## config.mk

```make
export PLATFORM = sky130hd
export DESIGN_NAME = mvfa_cmd_queue
export DESIGN_NICKNAME = d
export VERILOG_FILES = /design/src/hw/rtl/mvfa_pkg.sv /design/src/hw/rtl/mvfa_cmd_queue.sv
export SDC_FILE = /design/constraint.sdc
export NUM_CORES = 1
export LEC_CHECK = 0
export ABC_AREA = 1
export ABC_CLOCK_PERIOD_IN_PS = 6000
export BUFFER_PORTS_ARGS = -buffer_cell sky130_fd_sc_hd__buf_2
export CAP_MARGIN = 25
export CORE_ASPECT_RATIO = 0.75
export CORE_UTILIZATION = 49
export CTS_BUF_LIST = sky130_fd_sc_hd__clkbuf_4
export CTS_CLUSTER_DIAMETER = 100
export DETAILED_ROUTE_END_ITERATION = 12
export PLACE_DENSITY = 0.78
export SLEW_MARGIN = 20
export SYNTH_ARGS = -nofsm -noshare
export SYNTH_HDL_FRONTEND = slang
export SYNTH_SLANG_ARGS = --single-unit
```

## constraint.sdc

```tcl
create_clock -name clk -period 6 [get_ports clk]
set_input_delay 0.6 -clock clk [delete_from_list [all_inputs] [get_ports clk]]
set_output_delay 0.6 -clock clk [all_outputs]
set_load 0.005 [all_outputs]
```

## src/hw/rtl/mvfa_pkg.sv

```systemverilog
// Shared constants, types and command format of the motion vector field accumulator.
`default_nettype none
package mvfa_pkg;

    // Map geometry: one entry per pixel, row-major, power-of-two row pitch
    localparam int MAX_WIDTH  = 256;
    localparam int MAX_HEIGHT = 256;
    localparam int XW         = $clog2(MAX_WIDTH);
    localparam int YW         = $clog2(MAX_HEIGHT);
    localparam int AW         = XW + YW;
    // Effective frame size must hold MAX_* and the 9-bit register value
    localparam int EW         = (XW + 1 > 9) ? XW + 1 : 9;
    // Stored coordinate width: low bits of a position or motion component
    localparam int CW         = 10;
    localparam int DW         = 2 * CW;
    // Command queue between front and back
    localparam int CMD_DEPTH  = 2;
    localparam int CMD_PW     = $clog2(CMD_DEPTH);

    // Input action codes
    localparam logic [1:0] ACT_START  = 2'd0;
    localparam logic [1:0] ACT_RECORD = 2'd1;
    localparam logic [1:0] ACT_FRAME  = 2'd2;
    localparam logic [1:0] ACT_READ   = 2'd3;

    // Result status codes
    localparam logic [1:0] ST_DONE     = 2'd0;
    localparam logic [1:0] ST_NOT_PAST = 2'd1;
    localparam logic [1:0] ST_OUTSIDE  = 2'd2;

    // Configuration register indexes
    localparam logic [1:0] REG_ACCUMULATE = 2'd0;
    localparam logic [1:0] REG_WIDTH      = 2'd1;
    localparam logic [1:0] REG_HEIGHT     = 2'd2;

    // Work the back end carries out
    typedef enum logic [2:0] {
        OP_FILL,
        OP_PAINT,
        OP_COPY,
        OP_READ,
        OP_REPORT
    } op_t;

    typedef struct packed {
        op_t                   op;
        logic [1:0]            status;
        logic [CW-1:0]         vx;
        logic [CW-1:0]         vy;
        logic signed [16:0]    bpx;    // dest_x - half width
        logic signed [16:0]    bpy;
        logic signed [16:0]    bqx;    // source_x - half width
        logic signed [16:0]    bqy;
        logic [7:0]            span_x;
        logic [7:0]            span_y;
        logic [7:0]            rx;     // read pixel
        logic [7:0]            ry;
    } cmd_t;

    typedef struct packed {
        logic          accumulate;
        logic [EW-1:0] eff_w;
        logic [EW-1:0] eff_h;
    } cfg_t;

endpackage
`default_nettype wire

```

## src/hw/rtl/mvfa_cmd_queue.sv

```systemverilog
// Short command queue between the front and back ends.
`default_nettype none
module mvfa_cmd_queue (
    input  wire logic           clk,
    input  wire logic           rst_n,
    input  wire logic           wr,
    input  wire mvfa_pkg::cmd_t wr_cmd,
    output logic                full,
    input  wire logic           rd,
    output mvfa_pkg::cmd_t      rd_cmd,
    output logic                valid
);

    mvfa_pkg::cmd_t             slot_reg [mvfa_pkg::CMD_DEPTH];
    logic [mvfa_pkg::CMD_PW-1:0] wp_reg, wp_next;
    logic [mvfa_pkg::CMD_PW-1:0] rp_reg, rp_next;
    logic [mvfa_pkg::CMD_PW:0]   cnt_reg, cnt_next;
    logic                        do_wr, do_rd;

    assign full   = (cnt_reg == (mvfa_pkg::CMD_PW+1)'(mvfa_pkg::CMD_DEPTH));
    assign valid  = (cnt_reg != '0);
    assign rd_cmd = slot_reg[rp_reg];
    assign do_wr  = wr && !full;
    assign do_rd  = rd && valid;

    // Pointer and fill bookkeeping
    always_comb
    begin
        wp_next  = wp_reg;
        rp_next  = rp_reg;
        cnt_next = cnt_reg;
        if (do_wr)
            wp_next = (wp_reg == mvfa_pkg::CMD_PW'(mvfa_pkg::CMD_DEPTH - 1)) ? '0 : wp_reg + 1'b1;
        if (do_rd)
            rp_next = (rp_reg == mvfa_pkg::CMD_PW'(mvfa_pkg::CMD_DEPTH - 1)) ? '0 : rp_reg + 1'b1;
        if (do_wr && !do_rd)
            cnt_next = cnt_reg + 1'b1;
        else if (do_rd && !do_wr)
            cnt_next = cnt_reg - 1'b1;
    end

    always_ff @(posedge clk or negedge rst_n)
    begin
        if (!rst_n)
        begin
            wp_reg  <= '0;
            rp_reg  <= '0;
            cnt_reg <= '0;
        end
        else
        begin
            wp_reg  <= wp_next;
            rp_reg  <= rp_next;
            cnt_reg <= cnt_next;
        end
    end

    // Payload slots
    always_ff @(posedge clk)
    begin
        if (do_wr)
            slot_reg[wp_reg] <= wr_cmd;
    end

endmodule
`default_nettype wire

```

==> flow_summary.json <==
{
  "setup_ws_ps": 2340,
  "vias": 6027,
  "p_leak_nw": 5.10,
  "start_util_pct": 50.1,
  "firstDrtPassIters": 5,
  "postCtsResizedCells": 0,
  "ant_nets": 0,
  "place_ws_ps": 2960,
  "drv_cap": 0,
  "pwr-share-clk_pct": 25.7,
  "ys_types": 14,
  "crit_fanout": 69,
  "clk_path_buf_depth": 3,
  "drive_above_1_share_pct": 35.4,
  "dp_hpwl_um": 12100,
  "largest_reg_flops": 250,
  "post-cts-setup-buffers": 0,
  "power.sequential.fraction_pct": 46.6,
  "peakVddDrop_mv": 0.233,
  "switching_share_pct": 31.9,
  "timing.fmax_ghz": 0.273,
  "multiInputGateArea_um2": 1510,
  "grt-ovfl-total": 0,
  "clock_latency_ps": 650,
  "wl_per_cell_um": 15.1,
  "setup_violations": 0,
  "cp-endpoint": "rd_cmd[46]",
  "rr_endpoint": "slot_reg[0][28]",
  "synth_fp_nets": 814,
  "ys_ff_latch": 254,
  "place_area_um2": 10800,
  "finalHoldWorstSlack_ps": 135,
  "postCtsHoldBufs": 1,
  "r2r-start": "cnt_reg[1]",
  "reg2reg_depth": 6,
  "final_nets": 1109,
  "drc_errors": 0,
  "die_area_um2": 19600,
  "grt_setup_unrepaired": "no",
  "period_share_pct": 61.1,
  "fill_cells": 1450,
  "p_switching_mw": 1.76,
  "cts_buffers": 59,
  "clkTransAtPathRegs_ps": 70,
  "area_growth_pct": 24.6,
  "cts_root_buffer": "clkbuf_4",
  "track_usage_pct": 19.5,
  "seq_area_um2": 7610,
  "drtIter0Drc": 429,
  "syn_inst": 684,
  "die_y_um": 121,
  "timing.critical_path.required_ps": 5400,
  "place.gp.congestion": 0.804,
  "grt_pass1_vias": 5859,
  "worstSetupEndpointType": "output pin",
  "reg2reg_slack_ps": 3290,
  "max-slew-margin-rel_pct": 36.5,
  "drt-total-wl_um": 19100,
  "ys.flop_type": "edfxtp_1",
  "ios": 256,
  "antenna_found_initial": 4,
  "min_path_type": "input pin to flop",
  "crit_arrival_ps": 3060,
  "status": "finished clean",
  "die_x_um": 161,
  "cp-startpoint": "rp_reg",
  "synth.avg_cell_area_um2": 13.6,
  "async_reset_ff_share_pct": 1.57,
  "synth_area_um2": 9310,
  "maxSlewViolCount": 0,
  "via_per_inst": 4.74,
  "power_mw": 5.52,
  "p_comb_share_pct": 27.7,
  "internal-power_mw": 3.76,
  "yosysMostFrequentCell": "nand2_1",
  "crit_type": "flop to output pin",
  "synth_area_leaders": "edfxtp_1 81%, nand2_1 16%, dfrtp_1 1.1%",
  "rows": 43,
  "cts_tree": "yes",
  "finClkSkew_ps": 26.2,
  "grt_pass1_wl_um": 29000,
  "postLayoutCellArea_um2": 11600,
  "cts.sinks": 254,
  "tns_ps": 0,
  "worst_setup_path_start_kind": "flop",
  "worst_pin_slew_ps": 952,
  "coreArea_um2": 18600,
  "yosysTopAreaCellShare_pct": 80.7,
  "min_period_ps": 3660,
  "hold_violations": 0,
  "h-tree-depth": 2,
  "yosys_warnings": 0,
  "synth.top_cells.by_count": "386 x nand2_1, 250 x edfxtp_1, 19 x buf_2",
  "synth_edf_count": 250,
  "grt_max_degree": 71,
  "p_per_area_nw_per_um2": 476,
  "io_buffer_count": 255,
  "yosysSeqAreaShare_pct": 81.8,
  "yosysTopAreaCell": "edfxtp_1"
}
layout make-up:
class                   count  area share [%]
diodes                      2          0.0432
inverters                   8           0.302
clock inverters             9           0.745
well taps                 247            2.67
clock buffers              95            6.15
repair buffers            261            11.4
flip-flops and latches    254            65.6
multi-input cells         395            13.0
per-stage QoR:
stage,instances,util [%]
floorplan,684,-
global route,1269,62.4
global placement,1164,58.1
CTS,1269,62.4
detailed placement,1164,58.1
finish,1271,62.5
how the worst min path moves through the flow:
| stage | start | to | cells past startpoint |
|---|---|---|---|
| after CTS | wr_cmd[65] | slot_reg[1][65] | 1 |
| final | wr_cmd[65] | slot_reg[1][65] | 1 |
| after global placement | rst_n | cnt_reg[1] | 1 |
| after detailed placement | rst_n | cnt_reg[1] | 1 |
| after floorplan | rst_n | cnt_reg[0] | 0 |
| after global routing | wr_cmd[53] | slot_reg[1][53] | 1 |
critical path, stage by stage (launching register included):
cell and delay, ps:
dfrtp_4 730, inv_4 560, buf_4 670, nand2_1 120, nand2_1 120, buf_2 110
cells by family (layout without fill, tap and decap cells):
group | Yosys count | after routing | share of synthesized area, %
compound gates | 1 | 1 | 0.0537
flops | 254 | 254 | 81.8
fa+ha+maj | 1 | 1 | 0.134
other cells | 0 | 2 | 0
xor+xnor | 1 | 1 | 0.0941
buf+inv | 35 | 373 | 2.10
simple gates | 392 | 392 | 15.9
power groups by stage:
stage / Sequential [mW] / Clock [mW] / Combinational [mW]
after floorplan: 2.57 / 0 / 0.915
after global placement: 2.60 / 0 / 1.53
after detailed placement: 2.61 / 0 / 1.56
after CTS: 2.58 / 1.46 / 1.56
after global routing: 2.61 / 1.55 / 1.73
final: 2.57 / 1.42 / 1.53
routing by layer:
metal | share of wire [%] | GRT usage (%)
met1 | 40 | 23.8
met2 | 47 | 31.0
met3 | 12 | 8.68
met4 | 1.2 | 6.37
met5 | 0.094 | 0
cells in the final DEF, fill, tap and decap left out, types with 2 or more instances in the layout:
cell type	instances
nand2_1	386
buf_2	255
edfxtp_1	250
clkbuf_4	95
inv_1	6
clkinv_1	6
buf_4	5
dfrtp_1	3
diode_2	2
inv_4	2
nor2_1	2
nand3_1	2
bufinv_16	2
Note: power is estimated with default switching activity, not from simulation.
