## src/hw/rtl/mvfa_pkg.sv

```systemverilog
// Shared constants, types and command format of the motion vector field accumulator.
`default_nettype none
package mvfa_pkg;

    // Map geometry: one entry per pixel, row-major, power-of-two row pitch
    localparam int MAX_WIDTH  = 256;
    localparam int MAX_HEIGHT = 256;
    localparam int XW         = $clog2(MAX_WIDTH);
    localparam int YW         = $clog2(MAX_HEIGHT);
    localparam int AW         = XW + YW;
    // Effective frame size must hold MAX_* and the 9-bit register value
    localparam int EW         = (XW + 1 > 9) ? XW + 1 : 9;
    // Stored coordinate width: low bits of a position or motion component
    localparam int CW         = 10;
    localparam int DW         = 2 * CW;
    // Command queue between front and back
    localparam int CMD_DEPTH  = 2;
    localparam int CMD_PW     = $clog2(CMD_DEPTH);

    // Input action codes
    localparam logic [1:0] ACT_START  = 2'd0;
    localparam logic [1:0] ACT_RECORD = 2'd1;
    localparam logic [1:0] ACT_FRAME  = 2'd2;
    localparam logic [1:0] ACT_READ   = 2'd3;

    // Result status codes
    localparam logic [1:0] ST_DONE     = 2'd0;
    localparam logic [1:0] ST_NOT_PAST = 2'd1;
    localparam logic [1:0] ST_OUTSIDE  = 2'd2;

    // Configuration register indexes
    localparam logic [1:0] REG_ACCUMULATE = 2'd0;
    localparam logic [1:0] REG_WIDTH      = 2'd1;
    localparam logic [1:0] REG_HEIGHT     = 2'd2;

    // Work the back end carries out
    typedef enum logic [2:0] {
        OP_FILL,
        OP_PAINT,
        OP_COPY,
        OP_READ,
        OP_REPORT
    } op_t;

    typedef struct packed {
        op_t                   op;
        logic [1:0]            status;
        logic [CW-1:0]         vx;
        logic [CW-1:0]         vy;
        logic signed [16:0]    bpx;    // dest_x - half width
        logic signed [16:0]    bpy;
        logic signed [16:0]    bqx;    // source_x - half width
        logic signed [16:0]    bqy;
        logic [7:0]            span_x;
        logic [7:0]            span_y;
        logic [7:0]            rx;     // read pixel
        logic [7:0]            ry;
    } cmd_t;

    typedef struct packed {
        logic          accumulate;
        logic [EW-1:0] eff_w;
        logic [EW-1:0] eff_h;
    } cfg_t;

endpackage
`default_nettype wire

```

## src/hw/rtl/mvfa_front.sv

```systemverilog
// Front end: decodes each request into a back-end command.
`default_nettype none
module mvfa_front (
    input  wire mvfa_pkg::cfg_t  cfg,
    input  wire logic [1:0]      action,
    input  wire logic [7:0]      block_w,
    input  wire logic [7:0]      block_h,
    input  wire logic [15:0]     source_x,
    input  wire logic [15:0]     source_y,
    input  wire logic [15:0]     dest_x,
    input  wire logic [15:0]     dest_y,
    input  wire logic            from_past,
    input  wire logic [7:0]      pixel_x,
    input  wire logic [7:0]      pixel_y,
    output mvfa_pkg::cmd_t       cmd
);

    logic [6:0]         half_w;
    logic [6:0]         half_h;
    logic signed [16:0] vx_full;
    logic signed [16:0] vy_full;
    logic               zero_motion;
    logic               empty_block;
    logic               outside;

    // Record geometry
    assign half_w  = block_w[7:1];
    assign half_h  = block_h[7:1];
    assign vx_full = $signed({dest_x[15], dest_x}) - $signed({source_x[15], source_x});
    assign vy_full = $signed({dest_y[15], dest_y}) - $signed({source_y[15], source_y});
    assign zero_motion = (vx_full == 17'sd0) && (vy_full == 17'sd0);
    assign empty_block = (half_w == 7'd0) || (half_h == 7'd0);

    // Read window check
    assign outside = ({{(mvfa_pkg::EW-8){1'b0}}, pixel_x} >= cfg.eff_w) ||
                     ({{(mvfa_pkg::EW-8){1'b0}}, pixel_y} >= cfg.eff_h);

    always_comb
    begin
        cmd.vx     = vx_full[mvfa_pkg::CW-1:0];
        cmd.vy     = vy_full[mvfa_pkg::CW-1:0];
        cmd.bpx    = $signed({dest_x[15], dest_x}) - $signed({10'd0, half_w});
        cmd.bpy    = $signed({dest_y[15], dest_y}) - $signed({10'd0, half_h});
        cmd.bqx    = $signed({source_x[15], source_x}) - $signed({10'd0, half_w});
        cmd.bqy    = $signed({source_y[15], source_y}) - $signed({10'd0, half_h});
        cmd.span_x = {half_w, 1'b0};
        cmd.span_y = {half_h, 1'b0};
        cmd.rx     = pixel_x;
        cmd.ry     = pixel_y;
        cmd.op     = mvfa_pkg::OP_REPORT;
        cmd.status = mvfa_pkg::ST_DONE;
        unique case (action)
            mvfa_pkg::ACT_START:  cmd.op = mvfa_pkg::OP_FILL;
            mvfa_pkg::ACT_RECORD:
            begin
                if (!from_past)
                    cmd.status = mvfa_pkg::ST_NOT_PAST;
                else if (!zero_motion && !empty_block)
                    cmd.op = mvfa_pkg::OP_PAINT;
            end
            mvfa_pkg::ACT_FRAME:  cmd.op = mvfa_pkg::OP_COPY;
            mvfa_pkg::ACT_READ:
            begin
                if (outside)
                    cmd.status = mvfa_pkg::ST_OUTSIDE;
                else
                    cmd.op = mvfa_pkg::OP_READ;
            end
            default: cmd.op = mvfa_pkg::OP_REPORT;
        endcase
    end

endmodule
`default_nettype wire

```

## config.mk

```make
export PLATFORM = sky130hd
export DESIGN_NAME = mvfa_front
export DESIGN_NICKNAME = d
export VERILOG_FILES = /design/src/hw/rtl/mvfa_pkg.sv /design/src/hw/rtl/mvfa_front.sv
export SDC_FILE = /design/constraint.sdc
export NUM_CORES = 1
export LEC_CHECK = 0
export BUFFER_PORTS_ARGS = -buffer_cell sky130_fd_sc_hd__buf_2
export CAP_MARGIN = 20
export CORE_AREA = 10 10 110 112
export DETAILED_ROUTE_END_ITERATION = 10
export DIE_AREA = 0 0 120 122
export GPL_ROUTABILITY_DRIVEN = 0
export GPL_TIMING_DRIVEN = 0
export PLACE_DENSITY = 0.82
export SLEW_MARGIN = 30
export SYNTH_ARGS = -nofsm -noshare
export SYNTH_HDL_FRONTEND = slang
export SYNTH_SLANG_ARGS = --single-unit
```

## constraint.sdc

```tcl
create_clock -name vclk -period 11
set_input_delay 2.2 -clock vclk [all_inputs]
set_output_delay 2.2 -clock vclk [all_outputs]
set_load 0.1 [all_outputs]
```

==> impl_metrics.ini <==
[min_path]
hp-class = in2out

[sta]
period_needed_ns = 7.80
drv_slew = 0
max_freq_ghz = 0.128
worst_setup_slack_final_ns = 3.20
grt_setup_unrepaired = false
setup-tns-final_ns = 0
finalSetupViolations = 0
finalHoldViolations = 0
relative_slew_slack_pct = 61.8
final_hold_slack_ns = 4.85
worst-slew-pin-transition_ns = 0.568
final_min_period_over_clock_period_pct = 70.9

[final_layout]
antenna_diode_count = 0
final_nets = 1051
seqCellArea_um2 = 0
syn2layout_area_growth_pct = 32.1
number_of_clock_buffers_in_the_layout = 0
final_cell_count_no_fill = 985
layout-drive-gt1-share_pct = 33.1
final_design_area_no_fill_um2 = 5620
seq_cells = 0

[floorplanning]
floorplan.initialDensity_pct = 42.3
die_footprint_um2 = 14600
boundaryPins = 243
core_area_um2 = 10000
floorplan_die_width_um = 120
dieHeight_um = 122
placementRows = 37

[detailed_routing]
drt-initial-drc-count = 194
wl_um = 14700
vias_per_cell = 5.11
drt_pass1_iterations = 4
detailroute.via_count = 5031
post_drt_wl_per_cell_um = 14.9
detail_route.drc_violations = 0
ant_nets = 0

[grt]
grt.total_usage_pct = 18.4
gr-total-overflow = 0
first_global_vias = 5125
grt_first_pass_wirelength_um = 23500
grt_start_max_net_pins = 9
antenna_found_initial = 0

[placement]
dp_hpwl_um = 13400
dp_cells = 985
placed_cell_area_um2 = 5620
number_of_buffer_cells_added_on_primary_ports = 238
place_ws_ns = 3.18

[cts]
cts_setup_buffers = 0
cts_resized = 0
postCtsHoldBufs = 0

[run]
cap_viol_max_count = 0

[logic_synthesis]
syn_warnings = 0
synth-seq-area-share_pct = 0
synth_cell_type_count = 61
syn-mean-instance-area_um2 = 6.97
synth.cell_area_um2 = 4250
synth_commonest_cells = 91 x sky130_fd_sc_hd__inv_1, 76 x sky130_fd_sc_hd__ha_1, 48 x sky130_fd_sc_hd__nor2_1
synth_top_area_cell = sky130_fd_sc_hd__ha_1
yosys-top-cells-area = sky130_fd_sc_hd__ha_1 22%, sky130_fd_sc_hd__inv_1 8.0%, sky130_fd_sc_hd__xnor2_1 7.2%
yosys.cell_count.top_type = sky130_fd_sc_hd__inv_1
syn-instance-count = 610
post-synth-top-area-fraction_pct = 22.4

[outcome]
result_of_the_run = finished, final reports clean

[power_and_ir_drop]
p_int_uw = 142
p_seq_share_pct = 0
comb_power_share_pct = 100.0
power.switching_uw = 540
power.ir.vdd_worst_mv = 0.130
p_sw_share_pct = 79.2
power.share.clock_pct = 0
power.leakage_uw = 0.00322
cell_area_power_density_nw_per_um2 = 121

[worst_setup_path]
arrival_time_of_data_at_the_critical_path_endpoint_ns = 5.60
critical_path_required_ns = 8.80
end_kind = primary output
startpoint_type = input port
timing.setup.critical_path_class = in2out
crit_fanout = 3
-- power groups by stage --
stage	clock [uW]	combinational (uW)	sequential (uW)
floorplan	0	561	0
global placement	0	677	0
detailed placement	0	682	0
CTS	0	684	0
global route	0	719	0
finish	0	682	0
-- layer usage --
layer	vias up	wire length, um	global-route usage, %	share of wire (%)
met5	-	0	0	0
met4	0	146	1.66	0.99
met3	8	1170	4.63	8.0
met2	179	7170	34.4	49
met1	2242	6210	21.4	42
li1	2602	-	-	-
-- per-stage QoR --
step	util, %	power, uW
2_1_floorplan	-	561
3_5_place_dp	55.9	682
3_3_place_gp	55.9	677
4_1_cts	55.9	684
5_1_grt	55.9	719
6_report	55.9	682
-- cell type report --
| class | count | area, um2 |
|---|---|---|
| multi-input combinational | 487 | 3670 |
| timing repair buffer | 238 | 1190 |
| fill | 1022 | 4430 |
| buffer | 33 | 244 |
| inverter | 91 | 342 |
| tap | 136 | 170 |
-- layout by cell type (no fill, tap or decap), types with 7 or more instances in the layout --
cell,synthesis,final
sky130_fd_sc_hd__xnor2_1,35,35
sky130_fd_sc_hd__nand2b_1,16,16
sky130_fd_sc_hd__nand2_1,32,32
sky130_fd_sc_hd__or3_1,9,9
sky130_fd_sc_hd__nand4_1,9,9
sky130_fd_sc_hd__a21o_1,24,24
sky130_fd_sc_hd__nor3_1,8,8
sky130_fd_sc_hd__and2_1,7,7
sky130_fd_sc_hd__nand3_1,12,12
sky130_fd_sc_hd__and3_1,7,7
sky130_fd_sc_hd__a21oi_1,28,28
sky130_fd_sc_hd__a21boi_0,10,10
sky130_fd_sc_hd__buf_2,0,238
sky130_fd_sc_hd__inv_1,91,91
sky130_fd_sc_hd__nor2_1,48,48
sky130_fd_sc_hd__o21ai_0,36,36
sky130_fd_sc_hd__ha_1,76,76
sky130_fd_sc_hd__buf_4,32,32
sky130_fd_sc_hd__a211oi_1,7,7
sky130_fd_sc_hd__nor4_1,11,11
sky130_fd_sc_hd__nor2b_1,14,14
sky130_fd_sc_hd__xor2_1,21,21
-- critical path, stage by stage --
cell	delay (ns)
sky130_fd_sc_hd__buf_2	0.09
sky130_fd_sc_hd__inv_1	0.07
sky130_fd_sc_hd__ha_1	0.18
sky130_fd_sc_hd__inv_1	0.06
sky130_fd_sc_hd__fa_1	0.41
sky130_fd_sc_hd__and3_1	0.21
sky130_fd_sc_hd__or3_1	0.32
sky130_fd_sc_hd__a222oi_1	0.40
sky130_fd_sc_hd__o2111ai_1	0.21
sky130_fd_sc_hd__nor4_1	0.20
sky130_fd_sc_hd__nand4_1	0.16
sky130_fd_sc_hd__nor4b_2	0.27
sky130_fd_sc_hd__a41oi_1	0.23
sky130_fd_sc_hd__nor2b_1	0.15
sky130_fd_sc_hd__buf_2	0.43
-- worst paths after layout --
path | start | to | cells after the start
hold / removal | source_y[10] | cmd[42] | 3
setup / recovery | dest_y[0] | cmd[124] | 15
-- cell families after synthesis --
family | synth area share (%)
other | 0.0882
buffers and inverters | 13.8
and+or+nand+nor | 24.5
adders and majority gates | 25.2
xor gates and xnor gates | 11.5
muxes | 0.971
AOI/OAI and AO/OA | 24.0
Note: power is estimated with default switching activity, not from simulation.
